==> src/rtl/pid_controller_antiwindup_assert.svh <==
// Assertion helpers used by the controller module to check this block.
`ifndef PID_CONTROLLER_ANTIWINDUP_ASSERT_SVH
`define PID_CONTROLLER_ANTIWINDUP_ASSERT_SVH

// The consequent must hold at the same edge as the antecedent.
`define PIDAW_ASSERT_NOW(label, clk_s, rst_s, ante, cons, msg) \
  label: assert property (@(posedge clk_s) disable iff (!rst_s) (ante) |-> (cons)) \
    else $error(msg);

// The consequent must hold at the edge after the antecedent.
`define PIDAW_ASSERT_NEXT(label, clk_s, rst_s, ante, cons, msg) \
  label: assert property (@(posedge clk_s) disable iff (!rst_s) (ante) |=> (cons)) \
    else $error(msg);

`endif

==> src/rtl/pidaw_pkg.sv <==
`default_nettype none
package pidaw_pkg;

  localparam int DATA_W   = 32;
  localparam int IDX_W    = 3;
  localparam int PROD_W   = 2 * (DATA_W + 1);
  localparam int ACC_W    = 2 * DATA_W + 1;
  localparam int DVD_W    = 2 * DATA_W;
  localparam int CNT_W    = 5;

  localparam int SCALE_DIV   = 1000;
  localparam int RESET_LIMIT = 100000;

  localparam int DIV_STEPS_LONG  = DVD_W / 2;
  localparam int DIV_STEPS_SHORT = DATA_W / 2;

  localparam logic signed [DATA_W-1:0] INT_MAX = {1'b0, {(DATA_W-1){1'b1}}};
  localparam logic signed [DATA_W-1:0] INT_MIN = {1'b1, {(DATA_W-1){1'b0}}};

  typedef enum logic [IDX_W-1:0] {
    REG_GAIN_P    = 3'd0,
    REG_GAIN_I    = 3'd1,
    REG_GAIN_D    = 3'd2,
    REG_INT_LOW   = 3'd3,
    REG_INT_HIGH  = 3'd4,
    REG_OUT_LOW   = 3'd5,
    REG_OUT_HIGH  = 3'd6
  } cfg_idx_t;

  typedef enum logic [3:0] {
    S_IDLE,
    S_MUL_P,
    S_MUL_D,
    S_MUL_I,
    S_CHK,
    S_DIV_I,
    S_SUM,
    S_DIV_O,
    S_OUT
  } state_t;

  typedef struct packed {
    logic start;
    logic long_op;
  } div_ctrl_t;

  typedef struct packed {
    logic busy;
    logic done;
  } div_stat_t;

  function automatic logic [DATA_W-1:0] abs_val(input logic signed [DATA_W-1:0] v);
    abs_val = v[DATA_W-1] ? DATA_W'(-v) : DATA_W'(v);
  endfunction

endpackage
`default_nettype wire

==> src/rtl/pidaw_mul.sv <==
`default_nettype none
module pidaw_mul (
  input  wire logic                                   clk,
  input  wire logic signed [pidaw_pkg::DATA_W:0]      a,
  input  wire logic signed [pidaw_pkg::DATA_W:0]      b,
  output logic signed [pidaw_pkg::PROD_W-1:0]         prod
);

  logic signed [pidaw_pkg::PROD_W-1:0] prod_r;

  always_ff @(posedge clk) begin
    prod_r <= a * b;
  end

  assign prod = prod_r;

endmodule
`default_nettype wire

==> config.mk <==
export PLATFORM = sky130hd
export DESIGN_NAME = pidaw_mul
export DESIGN_NICKNAME = d
export VERILOG_FILES = /design/src/rtl/pid_controller_antiwindup_assert.svh /design/src/rtl/pidaw_pkg.sv /design/src/rtl/pidaw_mul.sv
export SDC_FILE = /design/constraint.sdc
export NUM_CORES = 2
export LEC_CHECK = 0
export BUFFER_PORTS_ARGS = -buffer_cell sky130_fd_sc_hd__buf_2
export CAP_MARGIN = 20
export CORE_UTILIZATION = 40
export CTS_CLUSTER_DIAMETER = 40
export DETAILED_ROUTE_END_ITERATION = 6
export PLACE_DENSITY = 0.55
export SKIP_LAST_GASP = 1
export SLEW_MARGIN = 20
export SYNTH_ARGS = -nofsm -noshare
export SYNTH_HDL_FRONTEND = slang
export SYNTH_SLANG_ARGS = --single-unit
==> constraint.sdc <==
create_clock -name clk -period 8.2 [get_ports clk]
set_input_delay 0.41 -clock clk [delete_from_list [all_inputs] [get_ports clk]]
set_output_delay 0.41 -clock clk [all_outputs]
set_load 0.01 [all_outputs]
# Word-level counts from Yosys, hierarchy flattened
# Index checks and enable logic that the tools add are counted.
# word_totals
ff_bits,66
latch_bits,0
ramBits,0
romBits,0
inputBits,67
output_inout_bits,66
elab_cells,2
mem_count,0
# classes
addsub,0
n_mul,1
div,0
order_cmp,0
eq_ne,0
n_shift,0
mux,0
bitwise_logic,0
n_reduce_logical,0
# op_table
cell,n
$mul A33 B33 Y66,1

# Logic depth before layout (Yosys ltp)
# depth
word_depth,1
depth_mapped,27

# Least setup slack after synthesis
# Ideal clock, no wire load.
# synth_path
kind,input-to-reg
from,in a[32] (netlist name)
to,"reg prod_r, in the netlist prod[62]"
arrival_time_ps,7567
setup_slack_ps,554
cell_stages,23
path_buffers,2
path_cell_list,clkbuf_1 -> nand2_1 -> inv_1 -> fa_1 -> fa_1 -> fa_1 -> fa_1 -> fa_1 -> fa_1 -> fa_1 -> inv_1 -> fa_1 -> inv_1 -> ha_1 -> clkbuf_1 -> and3_1 -> nand3_1 -> nand2b_1 -> a2111oi_4 -> a211oi_4 -> a21o_2 -> a21o_1 -> a211oi_2
# synth_via
elab_chain_cells,1
# synth_rtl
item,line_no,text
start: declaration,pidaw_mul.sv:4,"input wire logic signed [pidaw_pkg::DATA_W:0] a,"
$mul A33 B33 Y66,pidaw_mul.sv:12,prod_r <= a * b;
end signal: assignment,pidaw_mul.sv:12,
end: declaration,pidaw_mul.sv:9,logic signed [pidaw_pkg::PROD_W-1:0] prod_r;
# Every way passes these cells.

# Worst setup path in the final report
# layout_path
from,in b[18] (netlist name)
to,"reg prod_r, in the netlist prod[53]"
# layout_via
elab_chain_cells,1
# layout_rtl
item,line_no,text
start: declaration,pidaw_mul.sv:5,"input wire logic signed [pidaw_pkg::DATA_W:0] b,"
$mul A33 B33 Y66,pidaw_mul.sv:12,
# Every way passes these cells.

==> metrics <==
status=finished clean; CP Cell Sequence=buf_2 -> nand2_1 -> fa_1 -> fa_1 -> inv_1 -> fa_1 -> fa_1 -> fa_1 -> fa_1 -> fa_1 -> inv_1 -> fa_1 -> inv_1 -> ha_1 -> a21oi_1 -> a21o_1 -> nand2_1 -> a2111oi_0 -> a21oi_1 -> buf_4 -> a2111o_1 -> a21oi_1 -> xnor2_1; placed wire-length estimate=98300 um; Vias/cell=4.90; post-synthesis register bit count=66; Net Count, Synth=5767; grt ovf=0; Setup Fix Bufs, Post-CTS=0; Ys Warns=0; sequential area share after synthesis=3.24%; area share of the largest cell type after synthesis=56.3%; Post-synth top cells=fa_1, inv_1, and2_1, nand2_1, ha_1; nets=5888; Horiz. Die Dim=321 um; Worst Tran Pin Value=0.875 ns; Synth area leader=fa_1; critical path capture point type=flop; Starting DRT DRC Count=1445; routed len/inst=19.7 um; final hold vios=0; top-level I/O count=133; Critical Path RT=8.51 ns; Tmin final=7.71 ns; Mapped Cells=4338; area growth from synthesis to layout=8.85%; port bufs=132; top cells by area, synth=fa_1, inv_1, and2_1; met1 global-route usage=31.0%; setup TNS=0 ns; final core utilization=44.1%; Final Max Slew Viols=0; # DRC=0; critical path endpoint=prod[53]$_DFF_P_; WS Path Type=in2reg; most frequent cell after synthesis=fa_1; core area=100000 um2; layer with the highest usage=met2; Die Height=321 um; std cell rows=116; number of global-route vias before repair=32000; library cells used by synthesis=80; largest net degree at the start of global routing=34; CTS max path bufs=2; H-Tree Depth=3; max reg flops=66; Critical Path Most Common Cell=fa_1; CTS Sinks=66; CTS buffer count=9; Worst slew margin=41.7%; initial antenna violation count=8; Synth Flop Type=dfxtp_1; TritonCTS clock tree=yes; GR Util met3=2.37%; DRT Pass-1 Iters=5; HP Class=in2reg; final worst-path cycle share=94.0%; Post-Syn Area=40700 um2; Hold-fix buffers, CTS=0; fraction of layout cells with a size suffix above 1=8.62%; vias post-DR=28500; CP peak stage delay=0.66 ns; Startpoint Class=input pin; final WL=115000 um; Die ar.=103000 um2; Max Freq=0.130 GHz; Final setup viols=0; CTS clk-pin slew, worst paths=0.08 ns; Async S/R FF share, synth=0%; first-pass GRT wire length=186000 um; antenna-violating nets left=0; Post-synth EDFFs=0; MaxCap Viol Count=0; GPL Wtd Cong=0.875; met2 usage=42.0%; CP Max Fanout=33; initial core utilization=40.6%; Arrival @ worst endpoint=8.02 ns; CTS Root Cell=clkbuf_16; CP startpoint=b[18]; syn avg cell area=9.39 um2; GRT Overall Usage=23.9%; Worst path slowest cell=fa_1; unrepaired setup endpoints after global routing=no; CTS resizes=0
[layout by cell type (no fill, tap or decap), types with 4 or more instances in the layout]
master and count:
buf_2 132, nand2b_1 12, xor2_1 25, nor2b_1 5, inv_1 1131, o21ai_0 25
and4_1 5, fa_1 1144, nor3_1 7, a21oi_1 57, ha_1 217, o21a_1 6
xnor2_1 43, buf_4 179, o211ai_1 4, and3_1 5, nand4_1 11, o21ai_1 6
and2_1 562, a211o_1 6, clkbuf_16 9, nand3_1 25, buf_12 20, a21o_1 36
nand2_1 551, a31oi_1 8, a211oi_1 7, dfxtp_1 66, nor2_1 68, o21bai_1 11
diode_2 4
[final cells by class]
cell class,instances,area [um2]
Inverter,1131,4250
Sequential cell,66,1320
Clock buffer,12,267
Fill cell,10000,56100
Tap cell,1357,1700
Multi-Input combinational cell,2920,34300
Clock inverter,4,72.6
Antenna cell,4,10.0
Timing Repair Buffer,331,2400
[through the flow]
step	hold WS [ns]	area (um2)	worst slack, ns	cells
floorplan	0.537	40700	0.554	4338
global placement	0.803	44000	0.0370	5805
detailed placement	0.801	44000	0.0121	5805
CTS	0.680	44300	0.438	5821
global route	0.719	44300	0.168	5823
finish	0.708	44300	0.488	5825
[worst min-delay path by stage]
stage / to / startpoint / slack [ns] / cells past startpoint
after floorplan: prod[0]$_DFF_P_ / a[0] / 0.54 / 1
after global placement: prod[63] / prod[63]$_DFF_P_ / 0.80 / 1
after detailed placement: prod[0] / prod[0]$_DFF_P_ / 0.80 / 1
after CTS: prod[0]$_DFF_P_ / b[0] / 0.68 / 3
after global routing: prod[0]$_DFF_P_ / b[0] / 0.72 / 3
final: prod[0]$_DFF_P_ / b[0] / 0.71 / 3
[logic make-up after synthesis]
family	count (synthesis)	synth area share, %
AOI/OAI and AO/OA	219	4.07
adders and majority gates	1362	62.9
and+or+nand+nor	1271	15.8
xor gates and xnor gates	68	1.46
DFF	66	3.24
buffers and inverters	1352	12.5
[critical path: cells and delay by family]
family | cells | cell delay, ns
compound gates | 6 | 1.63
simple gates | 2 | 0.28
buf+inv | 5 | 0.97
fa+ha+maj | 9 | 4.45
xor+xnor | 1 | 0.20
[per-layer routing]
layer,routed length [um],up-vias
li1,-,12600
met2,59100,575
met3,4100,143
met5,19,-
met1,47800,15200
met4,3580,4
Power is not shown: default switching activity piles up to over one toggle a cycle in this logic, so the estimate is an artifact.
