[src/rtl/pid_controller_antiwindup_assert.svh]
// Assertion helpers used by the controller module to check this block.
`ifndef PID_CONTROLLER_ANTIWINDUP_ASSERT_SVH
`define PID_CONTROLLER_ANTIWINDUP_ASSERT_SVH

// The consequent must hold at the same edge as the antecedent.
`define PIDAW_ASSERT_NOW(label, clk_s, rst_s, ante, cons, msg) \
  label: assert property (@(posedge clk_s) disable iff (!rst_s) (ante) |-> (cons)) \
    else $error(msg);

// The consequent must hold at the edge after the antecedent.
`define PIDAW_ASSERT_NEXT(label, clk_s, rst_s, ante, cons, msg) \
  label: assert property (@(posedge clk_s) disable iff (!rst_s) (ante) |=> (cons)) \
    else $error(msg);

`endif

[src/rtl/pidaw_pkg.sv]
`default_nettype none
package pidaw_pkg;

  localparam int DATA_W   = 32;
  localparam int IDX_W    = 3;
  localparam int PROD_W   = 2 * (DATA_W + 1);
  localparam int ACC_W    = 2 * DATA_W + 1;
  localparam int DVD_W    = 2 * DATA_W;
  localparam int CNT_W    = 5;

  localparam int SCALE_DIV   = 1000;
  localparam int RESET_LIMIT = 100000;

  localparam int DIV_STEPS_LONG  = DVD_W / 2;
  localparam int DIV_STEPS_SHORT = DATA_W / 2;

  localparam logic signed [DATA_W-1:0] INT_MAX = {1'b0, {(DATA_W-1){1'b1}}};
  localparam logic signed [DATA_W-1:0] INT_MIN = {1'b1, {(DATA_W-1){1'b0}}};

  typedef enum logic [IDX_W-1:0] {
    REG_GAIN_P    = 3'd0,
    REG_GAIN_I    = 3'd1,
    REG_GAIN_D    = 3'd2,
    REG_INT_LOW   = 3'd3,
    REG_INT_HIGH  = 3'd4,
    REG_OUT_LOW   = 3'd5,
    REG_OUT_HIGH  = 3'd6
  } cfg_idx_t;

  typedef enum logic [3:0] {
    S_IDLE,
    S_MUL_P,
    S_MUL_D,
    S_MUL_I,
    S_CHK,
    S_DIV_I,
    S_SUM,
    S_DIV_O,
    S_OUT
  } state_t;

  typedef struct packed {
    logic start;
    logic long_op;
  } div_ctrl_t;

  typedef struct packed {
    logic busy;
    logic done;
  } div_stat_t;

  function automatic logic [DATA_W-1:0] abs_val(input logic signed [DATA_W-1:0] v);
    abs_val = v[DATA_W-1] ? DATA_W'(-v) : DATA_W'(v);
  endfunction

endpackage
`default_nettype wire

[src/rtl/pidaw_div.sv]
`default_nettype none
module pidaw_div (
  input  wire logic                              clk,
  input  wire logic                              rst_n,
  input  wire pidaw_pkg::div_ctrl_t              ctrl,
  input  wire logic [pidaw_pkg::DVD_W-1:0]       dividend,
  input  wire logic [pidaw_pkg::DATA_W-1:0]      divisor,
  output logic [pidaw_pkg::DVD_W-1:0]            quotient,
  output pidaw_pkg::div_stat_t                   stat
);

  localparam int W  = pidaw_pkg::DATA_W;
  localparam int DW = pidaw_pkg::DVD_W;

  logic                          busy_r;
  logic                          done_r;
  logic [pidaw_pkg::CNT_W-1:0]   cnt_r;
  logic [DW-1:0]                 dvd_r;
  logic [DW-1:0]                 quo_r;
  logic [W-1:0]                  rem_r;
  logic [W-1:0]                  d1_r;
  logic [W+1:0]                  d3_r;

  logic [W+1:0]                  rem4;
  logic [W+2:0]                  diff1;
  logic [W+2:0]                  diff2;
  logic [W+2:0]                  diff3;
  logic [1:0]                    qbits;
  logic [W-1:0]                  rem_nxt;

  // Radix-4 restoring step: two dividend bits enter the partial remainder
  // and are compared against one, two and three times the divisor at once.
  always_comb begin
    rem4  = {rem_r, dvd_r[DW-1 -: 2]};
    diff1 = {1'b0, rem4} - {3'b000, d1_r};
    diff2 = {1'b0, rem4} - {2'b00, d1_r, 1'b0};
    diff3 = {1'b0, rem4} - {1'b0, d3_r};
    if (!diff3[W+2]) begin
      qbits   = 2'd3;
      rem_nxt = diff3[W-1:0];
    end else if (!diff2[W+2]) begin
      qbits   = 2'd2;
      rem_nxt = diff2[W-1:0];
    end else if (!diff1[W+2]) begin
      qbits   = 2'd1;
      rem_nxt = diff1[W-1:0];
    end else begin
      qbits   = 2'd0;
      rem_nxt = rem4[W-1:0];
    end
  end

  always_ff @(posedge clk) begin
    if (!rst_n) begin
      busy_r <= 1'b0;
      done_r <= 1'b0;
      cnt_r  <= '0;
    end else begin
      done_r <= 1'b0;
      if (ctrl.start) begin
        busy_r <= 1'b1;
        cnt_r  <= ctrl.long_op ? pidaw_pkg::CNT_W'(pidaw_pkg::DIV_STEPS_LONG - 1)
                               : pidaw_pkg::CNT_W'(pidaw_pkg::DIV_STEPS_SHORT - 1);
      end else if (busy_r) begin
        if (cnt_r == '0) begin
          busy_r <= 1'b0;
          done_r <= 1'b1;
        end else begin
          cnt_r <= cnt_r - 1'b1;
        end
      end
    end
  end

  always_ff @(posedge clk) begin
    if (ctrl.start) begin
      dvd_r <= dividend;
      quo_r <= '0;
      rem_r <= '0;
      d1_r  <= divisor;
      d3_r  <= {1'b0, divisor, 1'b0} + {2'b00, divisor};
    end else if (busy_r) begin
      dvd_r <= {dvd_r[DW-3:0], 2'b00};
      quo_r <= {quo_r[DW-3:0], qbits};
      rem_r <= rem_nxt;
    end
  end

  assign quotient  = quo_r;
  assign stat.busy = busy_r;
  assign stat.done = done_r;

endmodule
`default_nettype wire
[config.mk]
export PLATFORM = sky130hd
export DESIGN_NAME = pidaw_div
export DESIGN_NICKNAME = d
export VERILOG_FILES = /design/src/rtl/pid_controller_antiwindup_assert.svh /design/src/rtl/pidaw_pkg.sv /design/src/rtl/pidaw_div.sv
export SDC_FILE = /design/constraint.sdc
export NUM_CORES = 1
export LEC_CHECK = 0
export BUFFER_PORTS_ARGS = -buffer_cell sky130_fd_sc_hd__buf_2
export CAP_MARGIN = 20
export CORE_MARGIN = 3
export CORE_UTILIZATION = 43
export CTS_BUF_LIST = sky130_fd_sc_hd__clkbuf_16
export CTS_CLUSTER_SIZE = 24
export DETAILED_ROUTE_END_ITERATION = 8
export GPL_ROUTABILITY_DRIVEN = 0
export PLACE_DENSITY = 0.64
export SKIP_LAST_GASP = 1
export SLEW_MARGIN = 20
export SYNTH_ARGS = -nofsm -noshare
export SYNTH_HDL_FRONTEND = slang
export SYNTH_SLANG_ARGS = --single-unit
[constraint.sdc]
create_clock -name clk -period 5.26 [get_ports clk]
set_clock_uncertainty 0.1 [all_clocks]
set_input_delay 0.263 -clock clk [delete_from_list [all_inputs] [get_ports clk]]
set_output_delay 0.263 -clock clk [all_outputs]
set_load 0.1 [all_outputs]
Yosys cells after proc, flatten, opt, wreduce, memory -nomap -nowiden
Cells that the tools add are included.
Operators by class
  add/sub/neg operators: 5
  reductions and logical operators: 4
  multiplexer cells: 16
  bitwise logic cells: 2
  equal/unequal tests: 1
Operator list (number)
  64-bit two-way mux: 2
  32-bit two-way mux: 3
  34-bit by 32-bit subtractor with 35-bit output: 1
  34-bit by 33-bit subtractor with 35-bit output: 1
  34-bit by 34-bit subtractor with 35-bit output: 1
  33-bit by 32-bit adder with 34-bit output: 1
  5-bit two-way mux: 4
  5-bit zero test: 1
  1-bit two-way mux: 5
  5-bit by 1-bit subtractor with 5-bit output, second input constant: 1
  2-bit two-way mux: 2
  3-bit OR reduction: 1
  2-bit inequality test, second input constant: 1
  1-bit inverter: 2
  2-bit AND reduction: 1
  2-bit nonzero test: 1
Storage, ports and cells
  logic and storage cells: 36
  input port bits: 100
  flip-flop bits (word level): 233
  output and inout bits: 66

Longest topological paths before layout
Gate-level depths: netlist of run 1.
  depth after elaboration: 4
  depth in mapped cells: 16
  gate-level depth less buffers: 14

Worst setup path after synthesis of run 1
No wires, ideal clock.
  path kind: reg2reg
  from: register dvd_r[62]
  to: register rem_r[7]
  arrival: 3176 ps
  path slack: 1843 ps
  cell stages (with the launch flop): 16
  period minus slack after synthesis: 3417 ps
  required time: 5018 ps
  library setup time: 142 ps
  cell sequence: edfxtp_1 > inv_1 > ha_1 > inv_1 > fa_1 > a211oi_1 > o21ai_1 > a41oi_2 > o211ai_2 > a221oi_2 > o31a_4 > nand2_1 > or2_1 > buf_4 > a211oi_1 > a2111oi_1
On the way
  cells in the longest elaborated chain, start to end: 4
  elaborated cells on any way between the ends: 6
  those cells by class: add/sub (3); mux (3)
RTL lines
  from (decl): RTL line pidaw_div.sv:18  | logic [DW-1:0] dvd_r;
  from (signal assigned): RTL line pidaw_div.sv:77  | dvd_r <= dividend;
  from (signal assigned): RTL line pidaw_div.sv:83  | dvd_r <= {dvd_r[DW-3:0], 2'b00};
  34-bit by 32-bit subtractor with 35-bit output: RTL line pidaw_div.sv:35  | diff1 = {1'b0, rem4} - {3'b000, d1_r};
  32-bit two-way mux: RTL line pidaw_div.sv:44  | end else if (!diff1[W+2]) begin
  32-bit two-way mux: RTL line pidaw_div.sv:41  | end else if (!diff2[W+2]) begin
  32-bit two-way mux *: RTL line pidaw_div.sv:38  | if (!diff3[W+2]) begin
  to (signal assigned): RTL line pidaw_div.sv:85  | rem_r <= rem_nxt;
  to (decl): RTL line pidaw_div.sv:20  | logic [W-1:0] rem_r;
Every way passes the cells marked *; elsewhere a longest branch is shown, timed or not.
A chain may end at the register's enable or synchronous reset.

Final worst setup path of run 1
  from: register dvd_r[62]
  to: register rem_r[25]
Same word-level chain as after synthesis.

==> impl_metrics.tcl, run 1 <==
set metrics [dict create \
    holdWs_ns 0.198 \
    synth_common_cells "nor2_1 (168), ha_1 (132), edfxtp_1 (129), a21oi_1 (125), dfxtp_1 (103)" \
    drtIter0Drc 907 \
    finalSetupTns_ns 0 \
    cts_root_buf "clkbuf_16" \
    worstSetupStartpointType "flip-flop" \
    numCtsBuffers 24 \
    synth_top_area_frac 0.249 \
    stdcell_count 2356 \
    htree_num_levels 1 \
    first_pass_iters 5 \
    highest_layer "met4" \
    finalHoldViolCount 0 \
    cp.required_ns 5.60 \
    wl_per_cell_um 17.7 \
    place_inst 2214 \
    std_cell_rows 69 \
    synthArstFlopShare 0 \
    yosys_most_used_dff "edfxtp_1" \
    reg2reg_to "rem_r[25]" \
    io_pins 166 \
    slew_viol_final 0 \
    die_area_sq_um 38500 \
    die_w_um 196 \
    wl_met1_mm 18.4 \
    core_sq_um 35600 \
    synth_nets 1873 \
    path_class "reg -> reg" \
    grt_max_degree 148 \
    syn_to_final_growth_pct 19.2 \
    nFillCells 3200 \
    arrival_ns 4.52 \
    setup_violations 0 \
    powerDensity_nw_per_um2 369 \
    ys_seq_elements 232 \
    wirelength_mm 41.7 \
    p_leak_nw 8.24 \
    start_util 0.437 \
    reg2reg_depth 14 \
    clockBufferDepth 3 \
    met3_length_mm 3.27 \
    wl_met2_mm 19.3 \
    cts.sinks 232 \
    min_path_type "in -> reg" \
    max-cap-violations 0 \
    clock_latency_ns 0.53 \
    endpoint_kind "flip-flop" \
    first_global_vias 13100 \
    reg2reg_slack_ns 1.09 \
    synth_area_leader_cell "edfxtp_1" \
    vias 13200 \
    ant_nets 0 \
    cts_setup_buffers 0 \
    r2r_start "dvd_r[62]" \
    synth-edff-count 129 \
    min_to "d1_r[28]" \
    min_from "ctrl[1]" \
    hold_path_depth 1 \
    ys_types 79 \
    synth_area_leaders "edfxtp_1 (25%), dfxtp_1 (13%), ha_1 (11%), mux2_2 (4.6%), mux2i_1 (4.2%)" \
    grt_pass1_wl_mm 67.1 \
    antenna_found_initial 1 \
    seq_area_frac_synth 0.382 \
    worstPathMaxFanout 17 \
    syn_area_per_cell_sq_um 9.50 \
    worst_pin_slew_ns 1.12 \
    drive_gt1_frac 0.156 \
    nets 2113 \
    dp_hpwl_mm 30.7 \
    rsz0062_at_grt "no" \
    drc 0 \
    yosysWarnings 0 \
    grtUsageTotal 0.210 \
    status "finished, final reports clean" \
    fin_crit_ns 4.17 \
    fin_crit_sh 0.794 \
    die_y_um 196 \
    slew_headroom 0.251 \
    grt-ovfl-total 0 \
    avgViaCountPerCell 5.59 \
    clock.fmax_ghz 0.240 \
    peakVddDrop_v 0.000407 \
    synth_most_common_cell "nor2_1" \
    syn_area_sq_um 15600 \
    cts_tree "built" \
    io_buffers 165 \
    clk_pin_slew_worst_paths_ns 0.07 \
    syn_inst 1637 \
]
worst max-delay path, cell delays in order (launching register included):
cell	delay, ns
edfxtp_1	0.37
inv_1	0.08
ha_1	0.19
inv_1	0.09
fa_1	0.43
a211oi_1	0.34
o21ai_1	0.17
a41oi_2	0.34
o211ai_2	0.17
a221oi_2	0.42
o31a_4	0.33
nand2_1	0.22
nor2_1	0.51
o2111ai_1	0.22
o211ai_1	0.11
how the worst max path moves through the flow:
stage	from	end	slack [ns]	cells past startpoint
after CTS	dvd_r[62]	rem_r[25]	1.07	14
after detailed placement	dvd_r[62]	rem_r[25]	1.13	14
after global placement	dvd_r[62]	rem_r[4]	1.28	14
final	dvd_r[62]	rem_r[25]	1.09	14
after floorplan	dvd_r[62]	rem_r[7]	1.84	15
after global routing	dvd_r[62]	rem_r[4]	0.72	14
what timing repair did:
action,CTS,global route
hold buffers,98,0
gates resized for setup,0,0
setup endpoints to repair,0,0
hold endpoints to repair,104,0
layout make-up:
cell class	instances	area [sq um]	area share
Clock inverter	16	82.6	0.00445
Antenna cell	1	2.50	0.000135
Sequential cell	232	5940	0.320
Multi-Input combinational cell	1247	8990	0.485
Tap cell	461	577	0.0311
Timing Repair Buffer	272	1900	0.102
Clock buffer	27	676	0.0364
Inverter	100	375	0.0202
layer usage:
layer | vias to the layer above | track usage
met3 | 50 | 0.0409
li1 | 6506 | -
met2 | 445 | 0.350
met5 | - | 0
met4 | 0 | 0.0483
met1 | 6176 | 0.284
state kept, by name, indices dropped and copies added (netlist names):
| register | flops |
|---|---|
| d3_r | 33 |
| d1_r | 32 |
| rem_r | 32 |
| quotient | 64 |
| done_r | 1 |
| cnt_r | 5 |
| dvd_r | 64 |
| busy_r | 1 |
per-stage QoR:
step / cell area [sq um] / setup WS (ns) / power (W) / util
global placement: 16800 / 1.28 / 0.00508 / 0.472
floorplan: 15600 / 1.84 / 0.00442 / -
global route: 18500 / 0.718 / 0.00724 / 0.521
CTS: 18500 / 1.07 / 0.00682 / 0.521
finish: 18500 / 1.09 / 0.00683 / 0.521
detailed placement: 16800 / 1.13 / 0.00510 / 0.472
placed cells by master (no fill, tap or decap), types with 13 or more instances in the layout:
cell           synthesis  final
and3_1                19     19
ha_1                 132    132
dlygate4sd3_1          0     98
o211ai_1              15     15
nor2b_1               15     15
xnor2_1               67     67
nor3_1                16     16
a31oi_1               16     16
mux2_2                64     64
nand3_1               31     31
a21oi_1              125    125
xor2_1                35     35
o21bai_1              13     13
inv_1                100    108
nand2b_1              15     15
a211oi_1              32     32
o21a_1                23     23
a21o_1                48     48
buf_2                  8    164
dfxtp_1              103    102
clkbuf_16              0     27
o21ai_0               82     82
nand2_1               96     96
mux2i_1               66     66
nor2_1               168    168
edfxtp_1             129    129
cell families (layout without fill, tap and decap cells):
group / after synthesis / in the layout / share of synthesized area
XOR/XNOR: 102 / 102 / 0.0574
buffers and inverters: 158 / 415 / 0.0402
AND/OR/NAND/NOR: 421 / 421 / 0.125
other: 0 / 1 / 0
multiplexers: 130 / 130 / 0.0888
flip-flops: 232 / 232 / 0.382
adder cells (fa/ha/maj): 136 / 136 / 0.111
AO/OA/AOI/OAI: 458 / 458 / 0.196
power by group:
part           internal (W)  switching [W]
Clock              0.000921       0.000708
Combinational       0.00120        0.00170
Sequential          0.00213       0.000179
Total               0.00424        0.00259
Note: power is estimated with default switching activity, not from simulation.
==> run 2: changes to the inputs <==
--- a/config.mk
+++ b/config.mk
@@ -13,7 +13,7 @@
 export CTS_CLUSTER_SIZE = 24
 export DETAILED_ROUTE_END_ITERATION = 8
 export GPL_ROUTABILITY_DRIVEN = 0
-export PLACE_DENSITY = 0.64
+export PLACE_DENSITY = 0.67
 export SKIP_LAST_GASP = 1
 export SLEW_MARGIN = 20
 export SYNTH_ARGS = -nofsm -noshare
==> constraint.sdc (replaced) <==
create_clock -name clk -period 3.67 [get_ports clk]
set_clock_uncertainty 0.1 [all_clocks]
set_input_delay 0.1835 -clock clk [delete_from_list [all_inputs] [get_ports clk]]
set_output_delay 0.1835 -clock clk [all_outputs]
set_load 0.1 [all_outputs]
==> impl_metrics.tcl, run 2 (same netlist as run 1, synthesis figures left out) <==
set metrics [dict create \
    status "finished, final reports clean" \
    antenna_found_initial 4 \
    setup_violations 0 \
    reg2reg_to "rem_r[21]" \
    die_w_um 196 \
    drive_gt1_frac 0.191 \
    syn_to_final_growth_pct 22.6 \
    reg2reg_slack_ns 0.08 \
    place_inst 2259 \
    arrival_ns 3.92 \
    io_pins 166 \
    grt_pass1_wl_mm 68.6 \
    clk_pin_slew_worst_paths_ns 0.07 \
    avgViaCountPerCell 5.63 \
    powerDensity_nw_per_um2 536 \
    fin_util 0.536 \
    grtUsageTotal 0.216 \
    min_path_type "in -> reg" \
    first_pass_iters 6 \
    cts.sinks 232 \
    drtIter0Drc 1014 \
    reg2reg_depth 12 \
    stdcell_count 2417 \
    slew_viol_final 0 \
    grt_max_degree 115 \
    finalHoldViolCount 0 \
    slew_headroom 0.490 \
    fin_crit_ns 3.59 \
    fin_crit_sh 0.979 \
    die_y_um 196 \
    die_area_sq_um 38500 \
    worstSetupStartpointType "flip-flop" \
    cp_top_family "compound AO/OA/AOI/OAI gates" \
    min_from "ctrl[1]" \
    cts_tree "built" \
    final_cell_mix "nor2_1 (168), buf_2 (165), ha_1 (131), edfxtp_1 (129), a21oi_1 (124)" \
    critPathMaxStageDelay_ns 0.40 \
    io_buffers 165 \
    path_class "reg -> reg" \
    clock_latency_ns 0.52 \
    max-cap-violations 0 \
    hold_path_depth 2 \
    wl_per_cell_um 17.9 \
    std_cell_rows 69 \
    worst-path-buf-inv 1 \
    pre_cts_ws_ns -0.0654 \
    ant_nets 0 \
    r2r_start "d1_r[0]" \
    numCtsBuffers 23 \
    clockBufferDepth 3 \
    nets 2171 \
    grt-ovfl-total 0 \
    timing.final.ws_setup_ns 0.0782 \
    p_leak_nw 8.49 \
    drc 0 \
    peakVddDrop_v 0.000383 \
    endpoint_kind "flip-flop" \
    rsz0062_at_grt "yes" \
    start_util 0.437 \
    clock.fmax_ghz 0.278 \
    final_common_cell "nor2_1" \
    cp.required_ns 4.00 \
    cts_root_buf "clkbuf_16" \
    wirelength_mm 43.3 \
    worstPathMaxFanout 7 \
    worst_pin_slew_ns 0.764 \
    first_global_vias 13400 \
    htree_num_levels 1 \
    power.total_w 0.0102 \
    dp_hpwl_mm 31.4 \
    crit_path_cell_trace "ha_2 -> inv_1 -> fa_2 -> a21o_1 -> a31oi_2 -> a211o_1 -> a22oi_2 -> a41oi_2 -> o211a_4 -> or3b_1 -> a221o_1 -> a311oi_2" \
    min_to "rem_r[28]" \
    vias 13600 \
    core_sq_um 35600 \
    cp_slowest_cell "edfxtp_1" \
]
-- run 2: area by class of cell --
| class | count | area [sq um] |
|---|---|---|
| Timing Repair Buffer | 331 | 2370 |
| Antenna cell | 4 | 10.0 |
| Clock buffer | 23 | 576 |
| Fill cell | 3159 | 16500 |
| Multi-Input combinational cell | 1247 | 9070 |
| Sequential cell | 232 | 5940 |
| Inverter | 100 | 375 |
| Tap cell | 461 | 577 |
| Clock inverter | 19 | 151 |
-- run 2: worst max-delay path by stage --
stage	from	end	slack, ns	depth (start not counted)
after detailed placement	dvd_r[62]	rem_r[0]	-0.07	13
after global placement	dvd_r[62]	rem_r[0]	-0.01	13
final	d1_r[0]	rem_r[21]	0.08	12
after floorplan	dvd_r[62]	rem_r[7]	0.25	15
after global routing	d1_r[0]	rem_r[12]	-0.03	16
after CTS	dvd_r[62]	rem_r[0]	-0.04	13
-- run 2: metrics by stage --
stage / cell area (sq um) / TNS [ns] / hold WS [ns]
finish: 19100 / 0 / 0.103
global route: 19100 / -0.0681 / 0.134
CTS: 18900 / -0.0418 / 0.0939
detailed placement: 17200 / -0.104 / 0.309
global placement: 17200 / -0.0116 / 0.310
floorplan: 15600 / 0 / 0.182
-- run 2: where the power goes --
group          switching, W  total (W)  internal (W)
combinational       0.00262    0.00462       0.00200
clock               0.00103    0.00232       0.00129
sequential         0.000243    0.00329       0.00305
total               0.00389     0.0102       0.00634
-- run 2: per-layer routing --
metal,global-route usage,wire length [um],vias to the layer above,part of all wire
met4,0.0547,1040,0,0.024
met3,0.0436,3300,71,0.076
met5,0,0,-,0
met1,0.294,18800,6391,0.43
met2,0.352,20200,507,0.47
li1,-,-,6636,-
-- run 2: what timing repair did --
| action | in CTS | in global routing |
|---|---|---|
| resized for setup | 2 | 25 |
| gates cloned | 0 | 2 |
| hold endpoints to repair | 106 | 0 |
| hold buffers | 98 | 0 |
| pin swaps | 1 | 13 |
| buffers inserted | 1 | 11 |
| endpoints found under the setup margin | 12 | 32 |
==> run 3: changes to the inputs <==
--- a/config.mk
+++ b/config.mk
@@ -13,7 +13,8 @@
 export CTS_CLUSTER_SIZE = 24
 export DETAILED_ROUTE_END_ITERATION = 8
 export GPL_ROUTABILITY_DRIVEN = 0
-export PLACE_DENSITY = 0.67
+export MAX_ROUTING_LAYER = met4
+export PLACE_DENSITY = 0.61
 export SKIP_LAST_GASP = 1
 export SLEW_MARGIN = 20
 export SYNTH_ARGS = -nofsm -noshare
==> impl_metrics.tcl, run 3 (same netlist as run 1, synthesis figures left out) <==
set metrics [dict create \
    first_pass_iters 6 \
    met3_length_mm 2.95 \
    antenna_found_initial 1 \
    wl_met2_mm 20.0 \
    vias 13300 \
    std_cell_rows 69 \
    min_to "quotient[7]" \
    cts_tree "built" \
    finalSetupTns_ns 0 \
    worst_pin_slew_ns 1.06 \
    ant_nets 0 \
    reg2reg_depth 16 \
    clock.fmax_ghz 0.281 \
    p_leak_nw 8.47 \
    place_inst 2249 \
    start_util 0.437 \
    io_pins 166 \
    timing.final.ws_setup_ns 0.117 \
    powerDensity_nw_per_um2 547 \
    cp.required_ns 3.94 \
    path_class "reg -> reg" \
    worstPathMaxFanout 3 \
    cts.sinks 232 \
    grt_max_degree 95 \
    reg2reg_to "rem_r[28]" \
    pre_cts_ws_ns -0.00897 \
    min_path_type "in -> reg" \
    arrival_ns 3.83 \
    p_sw_w 0.00385 \
    grtUsageTotal 0.224 \
    p_int_w 0.00656 \
    crit_path_cell_trace "inv_1 -> ha_1 -> inv_1 -> fa_1 -> a21o_1 -> a31oi_1 -> a211o_1 -> buf_4 -> a211oi_1 -> buf_4 -> o21ai_0 -> a21oi_1 -> xnor2_1 -> a211oi_1 -> o311ai_0 -> a21oi_1" \
    wl_per_cell_um 17.8 \
    cp_top_family "compound AO/OA/AOI/OAI gates" \
    numCtsBuffers 24 \
    io_buffers 165 \
    fin_crit_sh 0.968 \
    die_area_sq_um 38500 \
    final_cell_mix "nor2_1 (167), buf_2 (164), ha_1 (132), edfxtp_1 (129), a21oi_1 (125)" \
    clk_pin_slew_worst_paths_ns 0.07 \
    rsz0062_at_grt "yes" \
    r2r_start "dvd_r[62]" \
    seq_power_share 0.315 \
    status "finished, final reports clean" \
    htree_num_levels 1 \
    highest_layer "met4" \
    avgViaCountPerCell 5.56 \
    cts_root_buf "clkbuf_16" \
    hold_path_depth 2 \
    clock_latency_ns 0.52 \
    drc 0 \
    critPathMaxStageDelay_ns 0.41 \
    grt_pass1_wl_mm 68.6 \
    die_y_um 196 \
    fin_util 0.535 \
    clkPwrFrac 0.254 \
    setup_violations 0 \
    fin_crit_ns 3.55 \
    nets 2153 \
    clockBufferDepth 3 \
    drtIter0Drc 820 \
    die_w_um 196 \
    slew_headroom 0.294 \
    finalHoldViolCount 0 \
    swShare 0.370 \
    power_frac_comb 0.430 \
    final_common_cell "nor2_1" \
    first_global_vias 13100 \
    grt-ovfl-total 0 \
    worstSetupStartpointType "flip-flop" \
    worst-path-buf-inv 4 \
    peakVddDrop_v 0.000420 \
    max-cap-violations 0 \
    syn_to_final_growth_pct 22.4 \
    wirelength_mm 42.8 \
    wl_met1_mm 19.2 \
    cp_slowest_cell "fa_1" \
    reg2reg_slack_ns 0.12 \
    dp_hpwl_mm 31.7 \
    min_from "ctrl[1]" \
    stdcell_count 2396 \
    core_sq_um 35600 \
    endpoint_kind "flip-flop" \
    slew_viol_final 0 \
    drive_gt1_frac 0.184 \
]
## run 3: power groups by stage
stage | Sequential (W) | Combinational (W) | Clock [W]
2_1_floorplan | 0.00327 | 0.00307 | 0
3_3_place_gp | 0.00333 | 0.00419 | 0
3_5_place_dp | 0.00333 | 0.00421 | 0
4_1_cts | 0.00328 | 0.00434 | 0.00270
5_1_grt | 0.00331 | 0.00492 | 0.00280
6_report | 0.00328 | 0.00448 | 0.00265
## run 3: layout make-up
type	count	area (sq um)
repair buffers	312	2220
fillers	3219	16500
multi-input cells	1247	9060
clock inverters	16	184
flip-flops and latches	232	5940
inverters	100	375
diodes	1	2.50
well taps	461	577
clock buffers	27	676
## run 3: through the flow
stage	area [sq um]	total power, W	hold WS, ns
floorplan	15600	0.00634	0.182
finish	19000	0.0104	0.123
detailed placement	17100	0.00755	0.303
CTS	18900	0.0103	0.167
global placement	17100	0.00752	0.295
global route	19000	0.0110	0.192
## run 3: per-layer routing
metal / vias up / global-route usage
li1: 6587 / -
met2: 432 / 0.368
met1: 6253 / 0.298
met5: - / -
met4: 0 / 0.0375
met3: 41 / 0.0354
## run 3: worst max-delay path by stage
stage,endpoint,cells after the start,start
2_1_floorplan,rem_r[7],15,dvd_r[62]
3_3_place_gp,rem_r[0],13,dvd_r[62]
3_5_place_dp,rem_r[0],14,dvd_r[62]
4_1_cts,rem_r[0],13,dvd_r[62]
5_1_grt,rem_r[1],15,dvd_r[62]
6_report,rem_r[28],16,dvd_r[62]
## run 3: timing repair
item                                    CTS  global route
hold buffers                             98             0
buffers inserted                          0             5
endpoints found under the hold margin   106             0
gates resized for setup                   4            21
endpoints found under the setup margin    3            30
pin swaps                                 0             6
